--- config.mk ---
export PLATFORM = sky130hd
export DESIGN_NAME = loop_region_block_splitter_top
export DESIGN_NICKNAME = d
export VERILOG_FILES = /design/src/lrbs_pkg.sv /design/src/loop_region_block_splitter_top.sv /design/src/lrbs_ctrl.sv /design/src/lrbs_dp.sv
export SDC_FILE = /design/constraint.sdc
export NUM_CORES = 1
export LEC_CHECK = 0
export BUFFER_PORTS_ARGS = -buffer_cell sky130_fd_sc_hd__buf_2
export CAP_MARGIN = 20
export CELL_PAD_IN_SITES_DETAIL_PLACEMENT = 1
export CELL_PAD_IN_SITES_GLOBAL_PLACEMENT = 1
export CORE_ASPECT_RATIO = 0.9
export CORE_UTILIZATION = 30
export DETAILED_ROUTE_END_ITERATION = 10
export PLACE_DENSITY_LB_ADDON = 0.1
export SKIP_LAST_GASP = 1
export SLEW_MARGIN = 40
export SYNTH_ARGS = -nofsm -noshare
export SYNTH_HDL_FRONTEND = slang
export SYNTH_SLANG_ARGS = --single-unit
--- constraint.sdc ---
create_clock -name clk -period 10.2 [get_ports clk]
set_input_delay 0 -clock clk [delete_from_list [all_inputs] [get_ports clk]]
set_output_delay 0 -clock clk [all_outputs]
set_load 0.005 [all_outputs]
--- src/lrbs_pkg.sv ---
// ----------------------------------------------------------------------------
// lrbs_pkg
// Shared types and constants for the loop region block splitter.
// ----------------------------------------------------------------------------
package lrbs_pkg;

  localparam int LEN_W      = 13;  // block / segment length fields
  localparam int POS_OUT_W  = 48;  // positions on the ports
  localparam int CFG_IDX_W  = 2;
  localparam int CFG_DATA_W = 48;

  localparam int MAX_BLOCK_DEF     = 4096;
  localparam int MAX_SEGMENTS_DEF  = 64;
  localparam int POSITION_BITS_DEF = 48;

  typedef enum logic [CFG_IDX_W-1:0] {
    CFG_LOOP_START = 2'd0,
    CFG_LOOP_STOP  = 2'd1,
    CFG_LOOP_ON    = 2'd2,
    CFG_PLAYING    = 2'd3
  } cfg_reg_t;

  localparam logic KIND_BLOCK = 1'b0;
  localparam logic KIND_SEEK  = 1'b1;

  typedef enum logic {
    ST_IDLE,
    ST_SEG
  } state_t;

  typedef struct packed {
    logic load;  // latch the accepted item
    logic step;  // emit one result into the output register
  } cmd_t;

  typedef struct packed {
    logic empty;     // block of zero samples: nothing to emit
    logic seg_last;  // the result being formed ends the item
    logic slot_free; // output register can take a result this cycle
  } sts_t;

endpackage

--- src/loop_region_block_splitter_top.sv ---
// An item is taken while the controller is idle and latched in the item
// registers; its first result is then registered in the output register,
// then one segment per cycle while out_stall is low. No new item is taken
// until the current item's last result (if any) is in the output register.
// Reset (synchronous, rst_n low): position and config registers cleared,
// no result pending, controller idle.
// ----------------------------------------------------------------------------
// loop_region_block_splitter_top
// Transport position keeper that splits audio blocks at loop boundaries.
// ----------------------------------------------------------------------------
module loop_region_block_splitter_top #(
  parameter int MAX_BLOCK     = lrbs_pkg::MAX_BLOCK_DEF,
  parameter int MAX_SEGMENTS  = lrbs_pkg::MAX_SEGMENTS_DEF,
  parameter int POSITION_BITS = lrbs_pkg::POSITION_BITS_DEF
) (
  input  logic                            clk,
  input  logic                            rst_n,
  input  logic                            cfg_we,
  input  logic [lrbs_pkg::CFG_IDX_W-1:0]  cfg_index,
  input  logic [lrbs_pkg::CFG_DATA_W-1:0] cfg_data,
  input  logic                            in_valid,
  output logic                            in_stall,
  input  logic                            in_kind,
  input  logic [lrbs_pkg::LEN_W-1:0]      in_block_length,
  input  logic [lrbs_pkg::POS_OUT_W-1:0]  in_seek_position,
  output logic                            out_valid,
  input  logic                            out_stall,
  output logic [lrbs_pkg::POS_OUT_W-1:0]  out_segment_start,
  output logic [lrbs_pkg::LEN_W-1:0]      out_segment_length,
  output logic                            out_jumps_back,
  output logic                            out_segment_last,
  output logic                            out_truncated
);

  lrbs_pkg::cmd_t cmd;
  lrbs_pkg::sts_t sts;

  lrbs_ctrl u_ctrl (
    .clk      (clk),
    .rst_n    (rst_n),
    .in_valid (in_valid),
    .in_stall (in_stall),
    .sts      (sts),
    .cmd      (cmd)
  );

  lrbs_dp #(
    .MAX_BLOCK     (MAX_BLOCK),
    .MAX_SEGMENTS  (MAX_SEGMENTS),
    .POSITION_BITS (POSITION_BITS)
  ) u_dp (
    .clk                (clk),
    .rst_n              (rst_n),
    .cfg_we             (cfg_we),
    .cfg_index          (cfg_index),
    .cfg_data           (cfg_data),
    .in_kind            (in_kind),
    .in_block_length    (in_block_length),
    .in_seek_position   (in_seek_position),
    .cmd                (cmd),
    .sts                (sts),
    .out_valid          (out_valid),
    .out_stall          (out_stall),
    .out_segment_start  (out_segment_start),
    .out_segment_length (out_segment_length),
    .out_jumps_back     (out_jumps_back),
    .out_segment_last   (out_segment_last),
    .out_truncated      (out_truncated)
  );

`ifndef ASSERT_OFF
  // one item at a time: the controller closes the input after a beat
  a_busy_after_accept: assert property (@(posedge clk) disable iff (!rst_n)
    (in_valid && !in_stall) |=> in_stall)
    else $error("input open straight after an accepted beat");

  // only a seek acknowledgment carries a zero length
  a_zero_len_last: assert property (@(posedge clk) disable iff (!rst_n)
    out_valid |-> (out_segment_length != '0 || out_segment_last))
    else $error("zero-length segment that is not final");

  // a truncated segment closes its block
  a_trunc_last: assert property (@(posedge clk) disable iff (!rst_n)
    (out_valid && out_truncated) |-> out_segment_last)
    else $error("truncated segment without segment_last");
`endif

endmodule

--- src/lrbs_ctrl.sv ---
// ----------------------------------------------------------------------------
// lrbs_ctrl
// Controller: takes one item, then steps the datapath once per segment.
// ----------------------------------------------------------------------------
module lrbs_ctrl (
  input  logic           clk,
  input  logic           rst_n,
  input  logic           in_valid,
  output logic           in_stall,
  input  lrbs_pkg::sts_t sts,
  output lrbs_pkg::cmd_t cmd
);

  lrbs_pkg::state_t state_r, state_nxt;

  always_ff @(posedge clk) begin
    if (!rst_n) begin
      state_r <= lrbs_pkg::ST_IDLE;
    end else begin
      state_r <= state_nxt;
    end
  end

  always_comb begin
    state_nxt = state_r;
    unique case (state_r)
      lrbs_pkg::ST_IDLE: begin
        if (in_valid) state_nxt = lrbs_pkg::ST_SEG;
      end
      lrbs_pkg::ST_SEG: begin
        if (sts.empty) begin
          state_nxt = lrbs_pkg::ST_IDLE;
        end else if (sts.slot_free && sts.seg_last) begin
          state_nxt = lrbs_pkg::ST_IDLE;
        end
      end
    endcase
  end

  always_comb begin
    in_stall = 1'b1;
    cmd      = '0;
    unique case (state_r)
      lrbs_pkg::ST_IDLE: begin
        in_stall = 1'b0;
        cmd.load = in_valid;
      end
      lrbs_pkg::ST_SEG: begin
        cmd.step = sts.slot_free && !sts.empty;
      end
    endcase
  end

endmodule

--- src/lrbs_dp.sv ---
// ----------------------------------------------------------------------------
// lrbs_dp
// Datapath: config registers, sample position, segment arithmetic and the
// output register.
// ----------------------------------------------------------------------------
module lrbs_dp #(
  parameter int MAX_BLOCK     = lrbs_pkg::MAX_BLOCK_DEF,
  parameter int MAX_SEGMENTS  = lrbs_pkg::MAX_SEGMENTS_DEF,
  parameter int POSITION_BITS = lrbs_pkg::POSITION_BITS_DEF
) (
  input  logic                            clk,
  input  logic                            rst_n,
  input  logic                            cfg_we,
  input  logic [lrbs_pkg::CFG_IDX_W-1:0]  cfg_index,
  input  logic [lrbs_pkg::CFG_DATA_W-1:0] cfg_data,
  input  logic                            in_kind,
  input  logic [lrbs_pkg::LEN_W-1:0]      in_block_length,
  input  logic [lrbs_pkg::POS_OUT_W-1:0]  in_seek_position,
  input  lrbs_pkg::cmd_t                  cmd,
  output lrbs_pkg::sts_t                  sts,
  output logic                            out_valid,
  input  logic                            out_stall,
  output logic [lrbs_pkg::POS_OUT_W-1:0]  out_segment_start,
  output logic [lrbs_pkg::LEN_W-1:0]      out_segment_length,
  output logic                            out_jumps_back,
  output logic                            out_segment_last,
  output logic                            out_truncated
);

  localparam int LW   = lrbs_pkg::LEN_W;
  localparam int OW   = lrbs_pkg::POS_OUT_W;
  localparam int PW   = POSITION_BITS;
  // compare width: one bit above the wider of position and loop bounds
  localparam int CW   = ((PW > OW) ? PW : OW) + 1;
  localparam int CNTW = (MAX_SEGMENTS > 2) ? $clog2(MAX_SEGMENTS) : 1;
  localparam logic [CW-1:0]   PosMax  = {{(CW-PW){1'b0}}, {PW{1'b1}}};
  localparam logic [CNTW-1:0] LastCnt = CNTW'(MAX_SEGMENTS - 1);

  logic [OW-1:0]   loop_start_r, loop_stop_r;
  logic            loop_on_r, playing_r;
  logic [PW-1:0]   pos_r;
  logic            kind_r;
  logic [LW-1:0]   remain_r;
  logic [OW-1:0]   seek_r;
  logic [CNTW-1:0] cnt_r;

  logic            out_valid_r;
  logic [OW-1:0]   out_start_r;
  logic [LW-1:0]   out_len_r;
  logic            out_jump_r, out_last_r, out_trunc_r;

  // config writes
  always_ff @(posedge clk) begin
    if (!rst_n) begin
      loop_start_r <= '0;
      loop_stop_r  <= '0;
      loop_on_r    <= 1'b0;
      playing_r    <= 1'b0;
    end else if (cfg_we) begin
      unique case (lrbs_pkg::cfg_reg_t'(cfg_index))
        lrbs_pkg::CFG_LOOP_START: loop_start_r <= cfg_data;
        lrbs_pkg::CFG_LOOP_STOP:  loop_stop_r  <= cfg_data;
        lrbs_pkg::CFG_LOOP_ON:    loop_on_r    <= cfg_data[0];
        lrbs_pkg::CFG_PLAYING:    playing_r    <= cfg_data[0];
      endcase
    end
  end

  // block length capped at MAX_BLOCK
  logic [LW-1:0] blk_len;
  always_comb begin
    if ({{(32-LW){1'b0}}, in_block_length} > 32'(MAX_BLOCK)) begin
      blk_len = LW'(MAX_BLOCK);
    end else begin
      blk_len = in_block_length;
    end
  end

  // segment arithmetic
  logic [CW-1:0] pos_w, start_w, stop_w, rem_w, seek_w, seek_sat;
  logic [CW-1:0] bound, gap, sum_w, next_w, next_sat;
  logic          looping, in_pre, in_loop, cut, jump;
  logic [LW-1:0] seg_len, rem_left;
  logic          at_limit, seg_last, seg_trunc;

  always_comb begin
    pos_w    = {{(CW-PW){1'b0}}, pos_r};
    start_w  = {{(CW-OW){1'b0}}, loop_start_r};
    stop_w   = {{(CW-OW){1'b0}}, loop_stop_r};
    rem_w    = {{(CW-LW){1'b0}}, remain_r};
    seek_w   = {{(CW-OW){1'b0}}, seek_r};
    seek_sat = (seek_w > PosMax) ? PosMax : seek_w;

    looping  = playing_r && loop_on_r && (loop_start_r < loop_stop_r);
    in_pre   = pos_w < start_w;
    in_loop  = !in_pre && (pos_w < stop_w);
    bound    = in_pre ? start_w : stop_w;
    gap      = bound - pos_w;
    // segment stops at the bound when the bound falls within the block
    cut      = looping && (in_pre || in_loop) && (gap <= rem_w);
    jump     = cut && in_loop;
    seg_len  = cut ? gap[LW-1:0] : remain_r;
    sum_w    = pos_w + rem_w;

    if (jump) begin
      next_w = start_w;
    end else if (cut) begin
      next_w = bound;
    end else begin
      next_w = sum_w;
    end
    next_sat = (next_w > PosMax) ? PosMax : next_w;

    rem_left  = remain_r - seg_len;
    at_limit  = (cnt_r == LastCnt);
    seg_last  = (rem_left == '0) || at_limit;
    seg_trunc = (rem_left != '0) && at_limit;
  end

  always_ff @(posedge clk) begin
    if (!rst_n) begin
      pos_r <= '0;
    end else if (cmd.step) begin
      if (kind_r == lrbs_pkg::KIND_SEEK) begin
        pos_r <= seek_sat[PW-1:0];
      end else if (playing_r) begin
        pos_r <= next_sat[PW-1:0];
      end
    end
  end

  // item registers
  always_ff @(posedge clk) begin
    if (cmd.load) begin
      kind_r   <= in_kind;
      remain_r <= blk_len;
      seek_r   <= in_seek_position;
      cnt_r    <= '0;
    end else if (cmd.step) begin
      remain_r <= rem_left;
      cnt_r    <= cnt_r + 1'b1;
    end
  end

  // output register
  always_ff @(posedge clk) begin
    if (!rst_n) begin
      out_valid_r <= 1'b0;
    end else if (cmd.step) begin
      out_valid_r <= 1'b1;
    end else if (!out_stall) begin
      out_valid_r <= 1'b0;
    end
  end

  always_ff @(posedge clk) begin
    if (cmd.step) begin
      if (kind_r == lrbs_pkg::KIND_SEEK) begin
        out_start_r <= seek_sat[OW-1:0];
        out_len_r   <= '0;
        out_jump_r  <= 1'b0;
        out_last_r  <= 1'b1;
        out_trunc_r <= 1'b0;
      end else begin
        out_start_r <= pos_w[OW-1:0];
        out_len_r   <= seg_len;
        out_jump_r  <= jump;
        out_last_r  <= seg_last;
        out_trunc_r <= seg_trunc;
      end
    end
  end

  assign sts.empty     = (kind_r == lrbs_pkg::KIND_BLOCK) && (remain_r == '0);
  assign sts.seg_last  = (kind_r == lrbs_pkg::KIND_SEEK) || seg_last;
  assign sts.slot_free = !out_valid_r || !out_stall;

  assign out_valid          = out_valid_r;
  assign out_segment_start  = out_start_r;
  assign out_segment_length = out_len_r;
  assign out_jumps_back     = out_jump_r;
  assign out_segment_last   = out_last_r;
  assign out_truncated      = out_trunc_r;

endmodule

# ---- Yosys cells after proc, flatten, opt, wreduce, memory -nomap -nowiden
# Cells that the tools add are included.
dict set report totals {
  ff_bits 280
}
dict set report op_classes {
  addsub 4
  order_cmp 6
  eq_ne 5
  n_mux 20
  n_bitwise 2
  n_reduce_logical 29
}
# operator count
set op_table {}
lappend op_table {{48-bit 2-to-1 mux} 5}
lappend op_table {{48-bit less-than comparator} 3}
lappend op_table {{49-bit 2-to-1 mux} 2}
lappend op_table {{13-bit 2-to-1 mux} 4}
lappend op_table {{48-bit by 13-bit adder with 49-bit output} 1}
lappend op_table {{49-bit by 48-bit > comparator with 1-bit output (second input constant)} 1}
lappend op_table {{49-bit by 13-bit less-or-equal comparator with 1-bit output} 1}
lappend op_table {{49-bit by 48-bit subtractor with 49-bit output} 1}
lappend op_table {{13-bit zero test} 2}
lappend op_table {{13-bit > comparator (second input constant)} 1}
lappend op_table {{13-bit nonzero test} 1}
lappend op_table {{13-bit subtractor} 1}
lappend op_table {{1-bit logical AND} 10}
lappend op_table {{2-bit AND reduction} 5}
lappend op_table {{1-bit 2-to-1 mux} 8}
lappend op_table {{6-bit by 1-bit adder with 6-bit output (second input constant)} 1}
lappend op_table {{6-bit == test (second input constant)} 1}
lappend op_table {{2-bit == test (second input constant)} 2}
lappend op_table {{1-bit zero test} 4}
lappend op_table {{1-bit logical OR} 4}
lappend op_table {{2-bit nonzero test} 2}
lappend op_table {{2-bit by 1-bit == test with 1-bit output (second input constant)} 1}
lappend op_table {{2-bit zero test} 1}
lappend op_table {{2-bit by 1-bit != test with 1-bit output (second input constant)} 1}
lappend op_table {{other kinds (2)} 3}

# ---- Depth between registers and ports, before layout
# Gate-level depths: netlist (run 1).
dict set report logic_depth {
  ltp_word 15
  depth_mapped 49
  ltp_nobuf 45
}

# ---- By module
# A second synthesis (run 1) with hierarchy kept.
dict set report unflattened {
  cells_unflattened 2494
  hier_area_um2 20784.9
}
# module n_inst cells_per_inst area_per_inst_um2
set modules_own_cells {}
lappend modules_own_cells {lrbs_dp 1 2487 20728.6}
lappend modules_own_cells {lrbs_ctrl 1 7 56.3}

# ---- Worst setup path before layout (run 1)
# No wires, ideal clock.
dict set report synth_timing {
  path_kind {flip-flop to flip-flop}
  from {register u_dp.loop_start_r[17]}
  to {register u_ctrl.state_r}
  setup_ps 134
  arrival_ps 10432
  required_time_ps 10066
  setup_slack_ps -366
  path_stages_with_launch 44
  path_buffers 5
  synth_period_minus_slack_ps 10566
  cell_sequence {dfxtp_1 -> inv_1 -> ha_1 -> a21o_1 -> a21o_1 -> a211oi_1 -> o21bai_1 -> a2111oi_0 -> o32ai_1 -> a21oi_1 -> clkbuf_1 -> clkbuf_1 -> clkbuf_1 -> o21ai_0 -> fa_1 -> a21o_1 -> a311o_1 -> a21oi_2 -> [8 not listed] -> a2111oi_2 -> nand4_1 -> nor4b_1 -> buf_4 -> buf_2 -> mux2i_1 -> ha_1 -> a21o_1 -> a21o_1 -> a21o_1 -> a21oi_1 -> o21ai_0 -> a31oi_1 -> a21oi_1 -> xor2_1 -> or4_1 -> o21ai_0 -> a31oi_1}
}
dict set report synth_between {
  elab_chain_cells 15
  word_cells_on_any_way 20
  classes_between {add/sub (2); order compare (3); mux (5); reduce/logical (10)}
}
# item line
set synth_rtl {}
lappend synth_rtl {{start: declaration} lrbs_dp.sv:39} ;# logic [OW-1:0] loop_start_r, loop_stop_r;
lappend synth_rtl {{start signal: assignment} lrbs_dp.sv:61} ;# lrbs_pkg::CFG_LOOP_START: loop_start_r <= cfg_data;
lappend synth_rtl {{parallel branches: the longest is 6 deep, another holds 49-bit by 48-bit subtractor with 49-bit output} --}
lappend synth_rtl {{13-bit 2-to-1 mux *} lrbs_dp.sv:102} ;# seg_len = cut ? gap[LW-1:0] : remain_r;
lappend synth_rtl {{13-bit subtractor *} lrbs_dp.sv:114} ;# rem_left = remain_r - seg_len;
lappend synth_rtl {{13-bit zero test *} lrbs_dp.sv:116} ;# seg_last = (rem_left == '0) || at_limit;
lappend synth_rtl {{1-bit logical OR *} lrbs_dp.sv:116}
lappend synth_rtl {{1-bit logical OR *} lrbs_dp.sv:175} ;# assign sts.seg_last = (kind_r == lrbs_pkg::KIND_SEEK) || seg_last;
lappend synth_rtl {{1-bit logical AND *} lrbs_ctrl.sv:33} ;# end else if (sts.slot_free && sts.seg_last) begin
lappend synth_rtl {{1-bit 2-to-1 mux *} lrbs_ctrl.sv:33}
lappend synth_rtl {{1-bit 2-to-1 mux *} lrbs_ctrl.sv:31} ;# if (sts.empty) begin
lappend synth_rtl {{1-bit one-hot mux with 2 select lines *} lrbs_ctrl.sv:26} ;# unique case (state_r)
lappend synth_rtl {{end signal: assignment} lrbs_ctrl.sv:18} ;# state_r <= lrbs_pkg::ST_IDLE;
lappend synth_rtl {{end signal: assignment} lrbs_ctrl.sv:20} ;# state_r <= state_nxt;
lappend synth_rtl {{end: declaration} lrbs_ctrl.sv:14} ;# lrbs_pkg::state_t state_r, state_nxt;
# Every way passes the cells marked *.
# A chain may end at the register's enable or synchronous reset.

# ---- Final worst setup path (run 1)
dict set report layout_timing {
  from {register u_dp.loop_start_r[17]}
  to {register u_dp.out_trunc_r (netlist: u_dp.out_truncated) (data pin)}
}
dict set report layout_between {
  elab_chain_cells 10
  word_cells_on_any_way 15
  classes_between {add/sub (2); order compare (3); mux (2); reduce/logical (8)}
}
# item line
set layout_rtl {}
lappend layout_rtl {{parallel branches: the longest is 6 deep, another holds 49-bit by 48-bit subtractor with 49-bit output} --}
lappend layout_rtl {{13-bit 2-to-1 mux *} lrbs_dp.sv:102}
lappend layout_rtl {{13-bit subtractor *} lrbs_dp.sv:114}
lappend layout_rtl {{13-bit nonzero test *} lrbs_dp.sv:117} ;# seg_trunc = (rem_left != '0) && at_limit;
lappend layout_rtl {{1-bit logical AND *} lrbs_dp.sv:117}
lappend layout_rtl {{end signal: assignment} lrbs_dp.sv:169} ;# out_trunc_r <= seg_trunc;
lappend layout_rtl {{end: declaration} lrbs_dp.sv:50} ;# logic out_jump_r, out_last_r, out_trunc_r;
# Marks and branches as above.

==> results of run 1 <==
[cell families (layout without fill, tap and decap cells)]
family	Yosys count	count (layout)
compound gates	755	755
mux	55	55
fa+ha+maj	231	231
simple gates	895	895
xor+xnor	80	80
flops	280	280
buf+inv	311	900
[cell usage after synthesis (60+ instances only)]
master    count  area [µm²]
ha_1        228        2850
inv_1       189         709
edfxtp_1    126        3780
nor2_1      139         522
nand4_1      60         375
a21boi_0    102         766
a21o_1       80         601
dfxtp_1     154        3080
nor3_1       66         330
a21oi_1     153         766
o21ai_0     180         901
clkbuf_1     94         353
nand2_1     423        1590
[power breakdown]
part	switching [mW]	internal (mW)
combinational	1.71	1.37
sequential	0.124	1.29
clock	0.572	0.748
total	2.40	3.40
[worst paths after layout]
check	depth (start not counted)	endpoint	startpoint	slack [ps]
setup / recovery	42	u_dp.out_truncated	u_dp.loop_start_r[17]	450
hold / removal	2	u_dp.pos_r[1]	rst_n	20
setup reg to reg	42	u_dp.out_truncated	u_dp.loop_start_r[17]	450
hold reg to reg	2	u_dp.loop_stop_r[24]	u_dp.loop_stop_r[24]	460
[worst max-delay path, delay by kind of cell, from the launching register on]
kind                       cells  cell delay, ps
AOI/OAI and AO/OA             17            3430
xor gates and xnor gates       2             300
adders and majority gates      5            1320
buffers and inverters          4             510
DFF                            1             320
muxes                          2             530
and+or+nand+nor               12            3050
[timing repair]
action / CTS / global route
buffers inserted: 7 / 9
gates cloned: 0 / 0
gates resized for setup: 24 / 54
hold buffers: 114 / 0
endpoints found under the setup margin: 6 / 9
pin swaps: 15 / 41
hold endpoints to repair: 162 / 0
[per-layer routing]
metal,global-route usage,vias to the layer above,part of all wire
met2,0.388,560,0.41
met3,0.0471,122,0.058
met5,0,-,0
met1,0.399,11100,0.51
met4,0.0773,0,0.026
li1,-,10600,-
[layout make-up]
cell class,count,area share
Timing Repair Buffer,641,0.165
Tap cell,940,0.0415
Inverter,189,0.0251
Clock buffer,54,0.0382
Multi-Input combinational cell,2016,0.484
Sequential cell,280,0.242
Clock inverter,16,0.00375
[flip-flops by register name (all words and copies together) (netlist names)]
signal and flops:
u_dp.out_jumps_back 1, u_dp.loop_on_r 1, u_dp.pos_r 48, u_dp.remain_r 13
u_dp.seek_r 48, u_dp.out_segment_start 48, u_dp.out_segment_length 13, u_dp.loop_stop_r 48
u_dp.out_truncated 1, u_dp.kind_r 1, u_dp.cnt_r 6, u_dp.playing_r 1
u_dp.out_segment_last 1, u_ctrl.state_r 1, u_dp.out_valid 1, u_dp.loop_start_r 48
[metrics by stage]
stage | instances | power (mW)
after floorplan | 2607 | 2.83
after global placement | 3938 | 4.19
after detailed placement | 3938 | 4.24
after CTS | 4129 | 5.69
after global routing | 4136 | 6.12
final | 4136 | 5.81
==> flow_summary.toml, run 1 <==
[run_status]
status = "finished clean"

[placed_design]
port_buffers = 182
hpwl_mm = 78.5
placed_cell_area_mm2 = 0.0256
place.gp.congestion = 0.961
pre_cts_ws_ps = -488

[setup_path]
cpMaxStageDelayCell = "or4_4"
worstPathRequired_ps = 10490
crit_top_cell = "a21o_1"
worstPathMaxFanout = 4
max_stage_delay_ps = 570
cp-start-kind = "register"
cp-end-kind = "register"
cp.arrival_ps = 10040
worstSetupPathType = "register to register"

[sta]
post-route-period-util = 0.956
drv_slew = 0
layout_min_cycle_time_ps = 9750
setup_slack_ps = 447
setup_viol = 0
finalClockSkew_ps = 19.8
hold_viol = 0
finalSetupTns_ps = 0
fmax_mhz = 103
slew-limit-headroom = 0.440
worst_slew_pin_slew_ps = 819
fin_hold_ws_ps = 21.2

[route]
wl_mm = 99.3
drc = 0
wl_per_cell_um = 24.0
dr.pass1.iters = 5
ant_nets = 0
vias = 22300
vias_per_cell = 5.40
drt_first_iter_violations = 1431

[die]
die-area_mm2 = 0.0726
die_w_um = 284
coreArea_mm2 = 0.0703
start_util = 0.305
rows = 92
dieHeight_um = 256
num_io_pins = 183

[synthesis]
synth.distinct_cells = 81
yosys.area_share.xor_xnor = 0.0327
synth_edf_count = 126
synth-simple-area-share = 0.194
async_reset_ff_frac = 0
syn_area_mm2 = 0.0215
synthMuxAreaShare = 0.0258
synthesis.nets = 2955
syn_avg_cell_area_um2 = 8.23
synth_top_family_by_area = "compound AO/OA/AOI/OAI gates"
synth_ff_type = "dfxtp_1"
syn_inst = 2607
synthAdderAreaFrac = 0.136
ys_ff_latch = 280
yosys_warnings = 0
synth_compound_area_frac = 0.233
yosysSeqAreaShare = 0.320

[clocking]
cts_root_buf = "clkbuf_16"
clk_latency_ps = 580
clk_path_buf_depth = 3
cts_tree = "built"
numCtsBuffers = 38
cts_sinks = 280
clk_pin_slew_ps = 70
htree_levels = 2

[pwr]
p_leak_nw = 12.1
peakVddDrop_mv = 0.103
power.density_mw_per_mm2 = 205

[min_path]
min_path_type = "primary input to register"

[cells_and_area]
final.fill_count = 8376
final_cell_mix = "nand2_1, buf_4, ha_1"
diodes = 0
num-nets-final = 3514
fin_area_mm2 = 0.0283
multi_input_area_mm2 = 0.0137
drive_gt1_frac = 0.212
area_growth_syn_to_layout_pct = 32.1
utilization = 0.403
ff_latch_area_mm2 = 0.00687
layout_commonest_cell = "nand2_1"

[grt]
antenna_found_initial = 4
grt_max_degree = 84
grt_pass1_wl_mm = 147
overflow = 0
grt_pass1_vias = 23100
grt_use_total = 0.267

[job]
max_cap_violations = 0
Note: power is estimated with default switching activity, not from simulation.
==> run 2: changes to the inputs <==
--- a/config.mk
+++ b/config.mk
@@ -10,5 +10,4 @@
 export CELL_PAD_IN_SITES_DETAIL_PLACEMENT = 1
 export CELL_PAD_IN_SITES_GLOBAL_PLACEMENT = 1
-export CORE_ASPECT_RATIO = 0.9
 export CORE_UTILIZATION = 30
 export DETAILED_ROUTE_END_ITERATION = 10
==> constraint.sdc (replaced) <==
create_clock -name clk -period 10.2 [get_ports clk]
set_input_delay 1.02 -clock clk [delete_from_list [all_inputs] [get_ports clk]]
set_output_delay 1.02 -clock clk [all_outputs]
set_load 0.005 [all_outputs]
==> flow_summary.toml, run 2 (synthesis results as in run 1) <==
[setup_path]
r2r_start = "u_dp.loop_start_r[46]"
r2r_slack_ps = 370
cp-start-kind = "register"
max_stage_delay_ps = 570
worstPathRequired_ps = 10490
ff2ff_path_depth = 42
worstSetupPathType = "register to register"
crit_path_end = "u_dp.out_truncated"
worstSetupStartpoint = "u_dp.loop_start_r[46]"
timing.rr.end = "u_dp.out_truncated"
cp.arrival_ps = 10120
cpMaxStageDelayCell = "or4_4"
cp-end-kind = "register"
worstPathMaxFanout = 4

[die]
num_io_pins = 183
dieHeight_um = 269
rows = 97
start_util = 0.305
coreArea_mm2 = 0.0704
die-area_mm2 = 0.0726
die_w_um = 269

[sta]
worst_slew_pin_slew_ps = 963
drv_slew = 0
post-route-period-util = 0.964
layout_min_cycle_time_ps = 9830
finalClockSkew_ps = 23.2
fmax_mhz = 102
hold_viol = 0
setup_viol = 0
slew-limit-headroom = 0.349

[grt]
grt_use_total = 0.263
grt_pass1_vias = 22300
grt_pass1_wl_mm = 145
grt_max_degree = 78
use_met2 = 0.408
top_usage_layer = "met2"
use_met3 = 0.0296
antenna_found_initial = 0
grtUsageMet1 = 0.386
overflow = 0

[cells_and_area]
drive_gt1_frac = 0.191
num-nets-final = 3316
area_growth_syn_to_layout_pct = 23.5
layout_commonest_cell = "nand2_1"
finalNonFillerCells = 3938
final_cell_mix = "nand2_1, buf_4, ha_1"

[pwr]
p_comb_frac = 0.511
p_sw_mw = 2.31
internal_power_mw = 3.23
total_power_mw = 5.54
power.density_mw_per_mm2 = 209
p_sw_frac = 0.417
peakVddDrop_mv = 0.149
seqPwrFrac = 0.255
p_leak_nw = 11.1
p_clk_frac = 0.235

[placed_design]
port_buffers = 182
place_inst = 3857
hpwl_mm = 77.4
place.gp.congestion = 0.937

[route]
wl_mm = 97.0
ant_nets = 0
drc = 0
vias_per_cell = 5.43
dr.pass1.iters = 5
wl_per_cell_um = 24.6
drt_first_iter_violations = 1281
vias = 21400

[job]
max_cap_violations = 0

[min_path]
hold_depth = 2
min_path_type = "register to register"

[clocking]
cts_root_buf = "clkbuf_16"
numCtsBuffers = 38
htree_levels = 2
clk_pin_slew_ps = 60
clk_latency_ps = 580
clk_path_buf_depth = 3
cts_sinks = 280
cts_tree = "built"

[run_status]
status = "finished clean"
[run 2: cell types whose count changed in the layout (fill, tap and decap cells not counted), moves of 4 or more]
cell / previous run / this run
dlygate4sd3_1: 114 / 0
buf_4: 341 / 255
clkinv_2: 10 / 5
ha_1: 221 / 226
ha_2: 6 / 1
clkbuf_1: 11 / 15
dfxtp_1: 150 / 154
dfxtp_2: 4 / 0
[run 2: worst min path at each step]
stage / from / endpoint
finish: u_dp.loop_stop_r[23] / u_dp.loop_stop_r[23]
floorplan: u_dp.loop_stop_r[10] / u_dp.loop_stop_r[10]
detailed placement: u_dp.loop_stop_r[47] / u_dp.loop_stop_r[47]
global placement: u_dp.loop_stop_r[47] / u_dp.loop_stop_r[47]
global route: u_dp.loop_stop_r[6] / u_dp.loop_stop_r[6]
CTS: u_dp.loop_stop_r[47] / u_dp.loop_stop_r[47]
[run 2: timing repair]
item,in CTS,in global routing
setup buffers,3,8
gates resized for setup,10,51
endpoints found under the setup margin,4,7
hold buffers,0,0
pin swaps,6,33
[run 2: layout make-up]
cell class              count  area (µm²)
diodes                      1        2.50
flip-flops and latches    280        6870
clock buffers              56        1050
inverters                 189         711
clock inverters            13         121
multi-input cells        2016       13700
repair buffers            443        2910
well taps                 940        1180
fillers                  8399       43900
[run 2: power groups by stage]
| stage | clock network (mW) | logic (mW) | registers (mW) |
|---|---|---|---|
| floorplan | 0 | 1.47 | 1.37 |
| global placement | 0 | 2.62 | 1.43 |
| detailed placement | 0 | 2.67 | 1.43 |
| CTS | 1.34 | 2.71 | 1.41 |
| global route | 1.38 | 3.07 | 1.42 |
| finish | 1.30 | 2.83 | 1.41 |
[run 2: layer usage]
metal | vias up | routed length, µm
li1 | 10200 | -
met1 | 10700 | 48800
met2 | 417 | 42400
met3 | 80 | 4130
met4 | 0 | 1730
met5 | - | 0
[run 2: stage by stage]
stage	area, µm²	setup WS (ps)	setup TNS [ps]	hold WS, ps	util
after floorplan	21500	30.6	0	443	-
after global placement	24900	39.7	0	454	0.354
after detailed placement	25000	-322	-713	460	0.355
after CTS	26200	7.51	0	468	0.372
after global routing	26500	-31.2	-39.4	482	0.376
final	26500	371	0	466	0.376
[run 2: critical path, delay by kind of cell, from the launching register on]
| family | cells | cell delay [ps] |
|---|---|---|
| XOR/XNOR | 2 | 300 |
| flip-flops | 1 | 350 |
| adder cells (fa/ha/maj) | 5 | 1390 |
| AO/OA/AOI/OAI | 13 | 2850 |
| AND/OR/NAND/NOR | 14 | 3250 |
| multiplexers | 2 | 540 |
| buffers and inverters | 6 | 870 |
==> run 3: changes to the inputs <==
ABC_AREA = 1   (was not set)
==> flow_summary.toml, run 3 <==
[synthesis]
synthesis.nets = 3605
syn_avg_cell_area_um2 = 6.84
synth.top_cells.by_count = "nand2_1, inv_1, a21oi_1"
syn_inst = 3257
ys_ff_latch = 280
synth_top_cell_area_share = 0.170
synth_most_common_cell = "nand2_1"
yosys-top-cells-area = "edfxtp_1, nand2_1, dfxtp_1"
async_reset_ff_frac = 0
synth_ff_type = "dfxtp_1"
synth.distinct_cells = 53
syn_area_mm2 = 0.0223
yosys_warnings = 0
synth_top_cell_by_area = "edfxtp_1"
synth_edf_count = 126
yosysSeqAreaShare = 0.308

[clocking]
htree_levels = 2
numCtsBuffers = 38
clk_pin_slew_ps = 60
cts_setup_buffers = 0
clk_path_buf_depth = 3
cts_root_buf = "clkbuf_16"
cts_resized = 0
cts_sinks = 280
cts_tree = "built"
clk_latency_ps = 610
cts_hold_buffers = 0

[sta]
layout_min_cycle_time_ps = 9210
finalSetupTns_ps = 0
setup_viol = 0
hold_viol = 0
fin_hold_ws_ps = 447
finalClockSkew_ps = 51.1
slew-limit-headroom = 0.402
drv_slew = 0
grt_setup_unrepaired = "no"
post-route-period-util = 0.903
setup_slack_ps = 994
worst_slew_pin_slew_ps = 887
fmax_mhz = 109

[pwr]
seqPwrFrac = 0.249
power.density_mw_per_mm2 = 223
p_sw_mw = 2.69
peakVddDrop_mv = 0.102
total_power_mw = 5.70
p_leak_nw = 11.9
p_clk_frac = 0.258
p_sw_frac = 0.472
internal_power_mw = 3.01
p_comb_frac = 0.493

[setup_path]
cp_num_cells = 50
critPathTopFamily = "simple AND/OR/NAND/NOR gates"
cp-start-kind = "register"
worstPathMaxFanout = 82
worstSetupPathType = "register to register"
max_stage_delay_ps = 540
worstPathRequired_ps = 10630
crit_buf_inv = 6
cp.arrival_ps = 9640
cp-end-kind = "register"
ff2ff_path_depth = 50
cpMaxStageDelayCell = "ha_1"

[route]
drt_first_iter_violations = 1605
wl_mm = 104
ant_nets = 0
vias_per_cell = 5.26
dr.pass1.iters = 8
vias = 23100
drc = 8
wl_per_cell_um = 23.8

[cells_and_area]
drive_gt1_frac = 0.0916
utilization = 0.349
multi_input_area_mm2 = 0.0133
final_cell_mix = "nand2_1, inv_1, a21oi_1"
ff_latch_area_mm2 = 0.00687
num-nets-final = 3747
area_growth_syn_to_layout_pct = 14.7
layout_commonest_cell = "nand2_1"
final.fill_count = 9234

[die]
dieHeight_um = 274
rows = 99
die_w_um = 274
coreArea_mm2 = 0.0732
die-area_mm2 = 0.0753
num_io_pins = 183
start_util = 0.304

[min_path]
hold_depth = 2
min_path_type = "register to register"

[grt]
overflow = 0
antenna_found_initial = 2
grt_max_degree = 97
grt_pass1_wl_mm = 154
grt_use_total = 0.275
grt_pass1_vias = 23700

[placed_design]
port_buffers = 182
hpwl_mm = 83.1
pre_cts_ws_ps = 1160
place.gp.congestion = 0.926

[run_status]
status = "finished, violations left"
violations = "design-rule violations"

[job]
max_cap_violations = 0
[run 3: changes by cell type in the layout (fill, tap and decap cells not counted), moves of 46 or more]
cell / previous run / this run
nand3_1: 36 / 146
mux2i_1: 50 / 0
buf_4: 255 / 16
o21ai_0: 170 / 297
inv_1: 187 / 444
a21boi_0: 102 / 1
a21o_1: 80 / 2
nand2_1: 423 / 873
a21oi_1: 142 / 346
xnor2_1: 55 / 9
[run 3: per-stage QoR]
step | std cells | instance area [µm²]
final | 4389 | 25600
after global routing | 4388 | 25600
after CTS | 4388 | 25600
after detailed placement | 4318 | 24200
after global placement | 4315 | 24100
after floorplan | 3257 | 22300
[run 3: layer usage]
| layer | up-vias | global-route usage | routed length (µm) |
|---|---|---|---|
| met2 | 439 | 0.430 | 45800 |
| met4 | 0 | 0.0601 | 2060 |
| met1 | 11400 | 0.405 | 52500 |
| met5 | - | 0 | 0 |
| li1 | 11200 | - | - |
| met3 | 105 | 0.0238 | 4050 |
[run 3: cells by family after synthesis]
kind of cell / share of synthesized area
adder cells (fa/ha/maj): 0.131
buffers and inverters: 0.0975
XOR/XNOR: 0.0259
flip-flops: 0.308
AO/OA/AOI/OAI: 0.179
AND/OR/NAND/NOR: 0.259
[run 3: final timing paths]
path,endpoint,slack [ps],startpoint
setup / recovery,u_ctrl.state_r,990,u_dp.loop_start_r[47]
hold / removal,u_dp.loop_on_r,450,u_dp.loop_on_r
setup reg to reg,u_ctrl.state_r,990,u_dp.loop_start_r[47]
hold reg to reg,u_dp.loop_on_r,450,u_dp.loop_on_r
[run 3: worst min-delay path, stage by stage, from the launching register on]
cell	delay, ps
dfxtp_1	310
inv_1	50
a21oi_1	50
[run 3: power by group through the flow]
stage	Clock (mW)	Sequential [mW]	Combinational, mW
after global routing	1.56	1.43	3.11
after detailed placement	0	1.44	2.77
final	1.47	1.42	2.81
after global placement	0	1.44	2.72
after floorplan	0	1.38	1.82
after CTS	1.51	1.42	2.78
[run 3: cell type report]
type | instances | share of cell area
clock inverter | 22 | 0.0135
tap | 959 | 0.0470
timing repair buffer | 205 | 0.0447
inverter | 460 | 0.0677
clock buffer | 48 | 0.0391
multi-input combinational | 2414 | 0.519
sequential | 280 | 0.269
antenna | 1 | 0.0000979
